## config.mk

```make
export PLATFORM = sky130hd
export DESIGN_NAME = modular_exponentiation_core
export DESIGN_NICKNAME = d
export VERILOG_FILES = /design/src/hdl/modexp_pkg.sv /design/src/hdl/modexp_mul.sv /design/src/hdl/modular_exponentiation_core.sv
export SDC_FILE = /design/constraint.sdc
export NUM_CORES = 1
export LEC_CHECK = 0
export ABC_AREA = 1
export BUFFER_PORTS_ARGS = -buffer_cell sky130_fd_sc_hd__buf_2
export CAP_MARGIN = 10
export CORE_MARGIN = 4
export CORE_UTILIZATION = 55
export DETAILED_ROUTE_END_ITERATION = 12
export MAX_ROUTING_LAYER = met4
export PLACE_DENSITY = 0.76
export SLEW_MARGIN = 20
export SYNTH_ARGS = -nofsm -noshare
export SYNTH_HDL_FRONTEND = slang
export SYNTH_SLANG_ARGS = --single-unit
```

## constraint.sdc

```tcl
create_clock -name clk -period 15.5 [get_ports clk]
set_input_delay 0 -clock clk [delete_from_list [all_inputs] [get_ports clk]]
set_output_delay 0 -clock clk [all_outputs]
set_load 0.01 [all_outputs]
```

## src/hdl/modexp_pkg.sv

```systemverilog
// shared constants and types for the modular exponentiation core
package modexp_pkg;

  localparam int VALUE_BITS = 31;
  localparam int CNT_W      = $clog2(VALUE_BITS + 1);

  typedef logic [VALUE_BITS-1:0] value_t;
  typedef logic [VALUE_BITS:0]   wide_t;
  typedef logic [CNT_W-1:0]      cnt_t;

  localparam value_t MODULUS_RESET = value_t'(64'd2147483647);
  localparam value_t VALUE_ONE     = value_t'(1);
  localparam value_t VALUE_ZERO    = '0;

  typedef struct packed {
    logic   go;
    value_t multiplier;
    value_t multiplicand;
  } mul_req_t;

  typedef struct packed {
    logic   done;
    value_t product;
  } mul_rsp_t;

endpackage

```

## src/hdl/modexp_mul.sv

```systemverilog
// bit-serial interleaved modular multiplier, one multiplier bit per cycle
module modexp_mul (
  input  logic               clk,
  input  logic               rst_n,
  input  modexp_pkg::value_t modulus,
  input  modexp_pkg::mul_req_t req,
  output modexp_pkg::mul_rsp_t rsp
);
  import modexp_pkg::*;

  value_t mpl_r, mpl_nxt;
  value_t x_r, x_nxt;
  value_t acc_r, acc_nxt;
  cnt_t   cnt_r, cnt_nxt;
  logic   run_r, run_nxt;
  logic   done_r, done_nxt;

  wide_t dbl, dbl_red, sum, sum_red, mod_w;

  always_comb begin
    mod_w   = {1'b0, modulus};
    dbl     = {acc_r, 1'b0};
    dbl_red = (dbl >= mod_w) ? dbl - mod_w : dbl;
    sum     = dbl_red + (mpl_r[VALUE_BITS-1] ? {1'b0, x_r} : '0);
    sum_red = (sum >= mod_w) ? sum - mod_w : sum;
  end

  always_comb begin
    mpl_nxt  = mpl_r;
    x_nxt    = x_r;
    acc_nxt  = acc_r;
    cnt_nxt  = cnt_r;
    run_nxt  = run_r;
    done_nxt = 1'b0;
    if (req.go) begin
      mpl_nxt = req.multiplier;
      x_nxt   = req.multiplicand;
      acc_nxt = '0;
      cnt_nxt = cnt_t'(VALUE_BITS);
      run_nxt = 1'b1;
    end else if (run_r) begin
      acc_nxt = sum_red[VALUE_BITS-1:0];
      mpl_nxt = {mpl_r[VALUE_BITS-2:0], 1'b0};
      cnt_nxt = cnt_r - cnt_t'(1);
      if (cnt_r == cnt_t'(1)) begin
        run_nxt  = 1'b0;
        done_nxt = 1'b1;
      end
    end
  end

  always_ff @(posedge clk) begin
    if (!rst_n) begin
      run_r  <= 1'b0;
      done_r <= 1'b0;
      cnt_r  <= '0;
    end else begin
      run_r  <= run_nxt;
      done_r <= done_nxt;
      cnt_r  <= cnt_nxt;
    end
    mpl_r <= mpl_nxt;
    x_r   <= x_nxt;
    acc_r <= acc_nxt;
  end

  assign rsp.done    = done_r;
  assign rsp.product = acc_r;

endmodule

```

## src/hdl/modular_exponentiation_core.sv

```systemverilog
// modular exponentiation core: right-to-left square and multiply
//
//   channel   direction  handshake             payload
//   in        input      start / busy          in_base_value, in_exponent
//   out       output     out_valid strobe      out_power_result
//   cfg       input      cfg_valid / cfg_ready cfg_modulus
//
// exponent 0 or 1, or modulus below 2: result in the cycle after accept
// otherwise the base is reduced, then for each exponent bit a multiply if the bit is one and a square
// unless it is the highest one bit, all on the bit-serial multiplier (one bit a cycle)
// one transaction at a time; busy stays high until the result strobe
// synchronous active-low reset; modulus resets to 2^31 - 1; cfg_ready only idle without start
// the receiver cannot stall; out_valid lasts exactly one cycle
module modular_exponentiation_core (
  input  logic               clk,
  input  logic               rst_n,
  input  logic               start,
  output logic               busy,
  input  modexp_pkg::value_t in_base_value,
  input  modexp_pkg::value_t in_exponent,
  output logic               out_valid,
  output modexp_pkg::value_t out_power_result,
  input  logic               cfg_valid,
  output logic               cfg_ready,
  input  modexp_pkg::value_t cfg_modulus
);
  import modexp_pkg::*;

  typedef enum logic [2:0] {
    ST_IDLE,
    ST_REDUCE,
    ST_BIT,
    ST_ACC,
    ST_NEXT,
    ST_SQ
  } state_t;

  state_t   state_r, state_nxt;
  value_t   mod_r, mod_nxt;
  value_t   expo_r, expo_nxt;
  value_t   acc_r, acc_nxt;
  value_t   sq_r, sq_nxt;
  logic     valid_r, valid_nxt;
  value_t   res_r, res_nxt;
  mul_req_t req;
  mul_rsp_t rsp;
  value_t   expo_sh;

  modexp_mul u_mul (
    .clk     (clk),
    .rst_n   (rst_n),
    .modulus (mod_r),
    .req     (req),
    .rsp     (rsp)
  );

  always_comb begin
    state_nxt = state_r;
    mod_nxt   = mod_r;
    expo_nxt  = expo_r;
    acc_nxt   = acc_r;
    sq_nxt    = sq_r;
    valid_nxt = 1'b0;
    res_nxt   = res_r;
    req       = '{go: 1'b0, multiplier: sq_r, multiplicand: sq_r};
    expo_sh   = {1'b0, expo_r[VALUE_BITS-1:1]};

    case (state_r)
      ST_IDLE: begin
        if (cfg_valid && !start) begin
          mod_nxt = cfg_modulus;
        end
        if (start) begin
          expo_nxt = in_exponent;
          if (in_exponent == VALUE_ZERO) begin
            valid_nxt = 1'b1;
            res_nxt   = VALUE_ONE;
          end else if (in_exponent == VALUE_ONE) begin
            valid_nxt = 1'b1;
            res_nxt   = in_base_value;
          end else if (mod_r < value_t'(2)) begin
            valid_nxt = 1'b1;
            res_nxt   = VALUE_ZERO;
          end else begin
            req       = '{go: 1'b1, multiplier: in_base_value, multiplicand: VALUE_ONE};
            state_nxt = ST_REDUCE;
          end
        end
      end
      ST_REDUCE: begin
        if (rsp.done) begin
          sq_nxt    = rsp.product;
          acc_nxt   = VALUE_ONE;
          state_nxt = ST_BIT;
        end
      end
      ST_BIT: begin
        if (expo_r[0]) begin
          req       = '{go: 1'b1, multiplier: acc_r, multiplicand: sq_r};
          state_nxt = ST_ACC;
        end else begin
          state_nxt = ST_NEXT;
        end
      end
      ST_ACC: begin
        if (rsp.done) begin
          acc_nxt   = rsp.product;
          state_nxt = ST_NEXT;
        end
      end
      ST_NEXT: begin
        expo_nxt = expo_sh;
        if (expo_sh != VALUE_ZERO) begin
          req       = '{go: 1'b1, multiplier: sq_r, multiplicand: sq_r};
          state_nxt = ST_SQ;
        end else begin
          valid_nxt = 1'b1;
          res_nxt   = acc_r;
          state_nxt = ST_IDLE;
        end
      end
      ST_SQ: begin
        if (rsp.done) begin
          sq_nxt    = rsp.product;
          state_nxt = ST_BIT;
        end
      end
      default: begin
        state_nxt = ST_IDLE;
      end
    endcase
  end

  always_ff @(posedge clk) begin
    if (!rst_n) begin
      state_r <= ST_IDLE;
      mod_r   <= MODULUS_RESET;
      valid_r <= 1'b0;
    end else begin
      state_r <= state_nxt;
      mod_r   <= mod_nxt;
      valid_r <= valid_nxt;
    end
    expo_r <= expo_nxt;
    acc_r  <= acc_nxt;
    sq_r   <= sq_nxt;
    res_r  <= res_nxt;
  end

  assign busy             = (state_r != ST_IDLE);
  assign cfg_ready        = (state_r == ST_IDLE) && !start;
  assign out_valid        = valid_r;
  assign out_power_result = res_r;

endmodule

```

==> run metrics <==
f_max=between 0.1 and 0.15 GHz; leakage power=10.2 nW; Cell Int Power=2.02 mW; Final Cycle Share=0.470; DIE HEIGHT=between 150 and 200 um; # nets final=approximately 2800; crit path kind=reg -> reg; Post-CTS Setup Bufs=0; CP max FO=between 40 and 50; ys async rst share=0; Post-Layout Inst Area=20700 um^2; Die Area=approximately 35000 um^2; worst reg2reg setup slack=8.22 ns; Buffers on Ports=130; crit-path most repeated cell=nand2_1; max-cap viol count=0; Starting Density=0.562; post-synthesis cell count=roughly 2400; endpoints failing hold=0; total negative setup slack=0 ns; post-route DRC violation count=0; n_diodes=0; Hold Crit Depth=4; Worst Path Required=around 16 ns; total CTS buffers=29; syn_nets=2634; DR vias=17348; DR WL/cell=~18 um; Total Routing Usage GR=0.305; Worst path top cell family by delay=simple AND/OR/NAND/NOR gates; Worst Path Buf+Inv=7; Detailed Route Iter0 Violations=2061; total chip power=about 3.8 mW; post-DP HPWL=roughly 41 mm; RePlAce Congestion=0.987; outcome=finished, final reports clean; layout cells sized above 1=0.0862; Flop pwr share=0.278; H-tree Lvls=1; Util after Layout=0.652; clock sink count=259; routed vias/inst=between 5 and 6; Arrival @ worst endpoint=approximately 8 ns; Post-synth EDFFs=186; clock transition at the registers of the reported paths=approximately 0.060 ns; top cells by area, synth=edfxtp_1 31%, nand2_1 13%, inv_1 8.7%; Mapped Area=17800 um^2; Yosys warning total=0; first-pass GRT wire length=~86 mm; core area=~32000 um^2; Register Area=7050 um^2; worst r2r src=mod_r[15]$_SDFFE_PN1P_; CTS tree=done; pin count of the biggest net entering global routing=78; GRT overflow=0; Yosys reg bits=around 260; Sw Share=0.463; Setup violations, final=0; area grow syn2layout=16.1%; clk root buf=clkbuf_16; minimum clock period after layout=roughly 7.3 ns; Hold EP=u_mul.mpl_r[24]$_DFFE_PP_; crit end category=flip-flop; RSZ-0062 raised after global routing=no; Multi-input gate area=between 8000 and 9000 um^2; Peak supply drop=a little over 0.1 mV; vias in the first global route=approximately 17000; chip width=188 um; Clock Tree Buf Depth=3; Most used DFF post-synth=edfxtp_1; area share of the largest cell type after synthesis=0.314; Slew Limit Fails=0; Synth area leader=edfxtp_1; placed insts=about 2900; post-synthesis sequential area ratio=0.396; relative slew slack=0.247; I/O pin total=around 130; most common cell in the netlist=nand2_1; min-delay src=start; Worst Setup Start Kind=flip-flop; Final Non-Filler Cells=between 3000 and 4000; # fillers=2740; Comb power frac=0.535; worst-case reg-to-reg path depth=41; Synth top cells by count=595 x nand2_1, 412 x inv_1, 239 x nor2_1; P_sw=1.74 mW; clock share of power=0.187; syn_area_per_cell=roughly 7.3 um^2; Pre-antenna DRT Iters=8; post-route ant nets=0; PwrDens=around 180 nW/um^2; actual slew at the worst max-slew pin=between 1 and 1.5 ns; Setup Skew=between 0.015 and 0.02 ns; Detailed Route WL=54.3 mm; placed cell areas=about 19000 um^2; initial antenna violation count=0; delay of the slowest cell on the worst path=~0.5 ns; R2R Path End=u_mul.acc_r[21]$_SDFFE_PP0P_; Worst-Skew Late Latency=0.56 ns; worst min path class=in -> reg; Std-Cell Rows=65; Synth cell types=47; slowest stage cell, crit path=clkinv_1
==> cell usage in the layout, fill, tap and decap left out, types with 5 or more instances in the layout <==
master         instances
a21o_1                12
a21oi_1              153
a31oi_1                6
and3_1                 5
buf_2                130
buf_4                 13
clkbuf_16             29
clkbuf_8               9
clkinv_2               6
dfxtp_1               73
dlygate4sd3_1         95
edfxtp_1             186
ha_1                  95
inv_1                410
inv_2                  9
nand2_1              594
nand2_2                6
nand3_1              120
nand3b_1               8
nand4_1               56
nor2_1               237
nor2_2                 7
nor3_1                18
nor4_1                14
o211ai_1              34
o21ai_0              164
o21bai_1              16
o22ai_1               33
xnor2_1               30
xor2_1                42
==> how the worst max path moves through the flow <==
stage,from,endpoint,slack (ns),depth (start not counted)
detailed placement,mod_r[6]$_SDFFE_PN1P_,u_mul.acc_r[21]$_SDFFE_PP0P_,8.39,41
floorplan,mod_r[15]$_SDFFE_PN1P_,u_mul.acc_r[11]$_SDFFE_PP0P_,10.54,41
CTS,mod_r[6]$_SDFFE_PN1P_,u_mul.acc_r[21]$_SDFFE_PP0P_,8.34,41
global placement,mod_r[6]$_SDFFE_PN1P_,u_mul.acc_r[14]$_SDFFE_PP0P_,8.49,41
finish,mod_r[15]$_SDFFE_PN1P_,u_mul.acc_r[21]$_SDFFE_PP0P_,8.22,41
global route,mod_r[6]$_SDFFE_PN1P_,u_mul.acc_r[11]$_SDFFE_PP0P_,7.73,41
==> stage by stage <==
step / setup slack, ns / hold slack, ns
detailed placement: 8.39 / 0.226
floorplan: 10.54 / 0.0549
finish: 8.22 / 0.0704
global route: 7.73 / 0.113
global placement: 8.49 / 0.217
CTS: 8.34 / 0.0281
==> final cells by class <==
type / instances / share of cell area
multi-input combinational: 1684 / 0.429
clock inverter: 14 / 0.00617
tap: 402 / 0.0243
clock buffer: 40 / 0.0414
timing repair buffer: 238 / 0.0822
sequential: 259 / 0.341
inverter: 421 / 0.0765
==> registers in the layout (all words and copies together), names as in the netlist, 31 cells and up <==
register and count:
expo_r 31, mod_r 31, u_mul.x_r 31, u_mul.acc_r 31
sq_r 31, acc_r 31, u_mul.mpl_r 31, out_power_result 31
==> worst min-delay path, cell delays in order <==
cell	delay (ns)
buf_2	0.18
o21ai_0	0.10
o21ai_0	0.08
a21oi_1	0.13
==> kinds of logic after synthesis <==
family / Yosys count / synth area share
AO/OA/AOI/OAI: 438 / 0.138
buffers and inverters: 496 / 0.107
flip-flops: 259 / 0.396
adder cells (fa/ha/maj): 98 / 0.0701
AND/OR/NAND/NOR: 1076 / 0.254
XOR/XNOR: 72 / 0.0354
==> power groups by stage <==
stage / Combinational, mW / Clock, mW / Sequential, mW
after floorplan: 1.44 / 0 / 1.02
after global placement: 1.92 / 0 / 1.05
after detailed placement: 1.93 / 0 / 1.06
after CTS: 1.97 / 0.712 / 1.04
after global routing: 2.23 / 0.743 / 1.06
final: 2.01 / 0.702 / 1.05
==> what timing repair did <==
item                                   4_1_cts  5_1_grt
hold buffers                                95        0
gates resized for setup                      0        0
endpoints found under the hold margin      117        0
==> metal layers <==
layer,wire length [um],part of all wire,GRT usage
met1,23900,0.44,0.422
met2,24800,0.46,0.492
met3,4200,0.077,0.0279
met4,1340,0.025,0.0697
met5,0,0,-
Note: power is estimated with default switching activity, not from simulation.
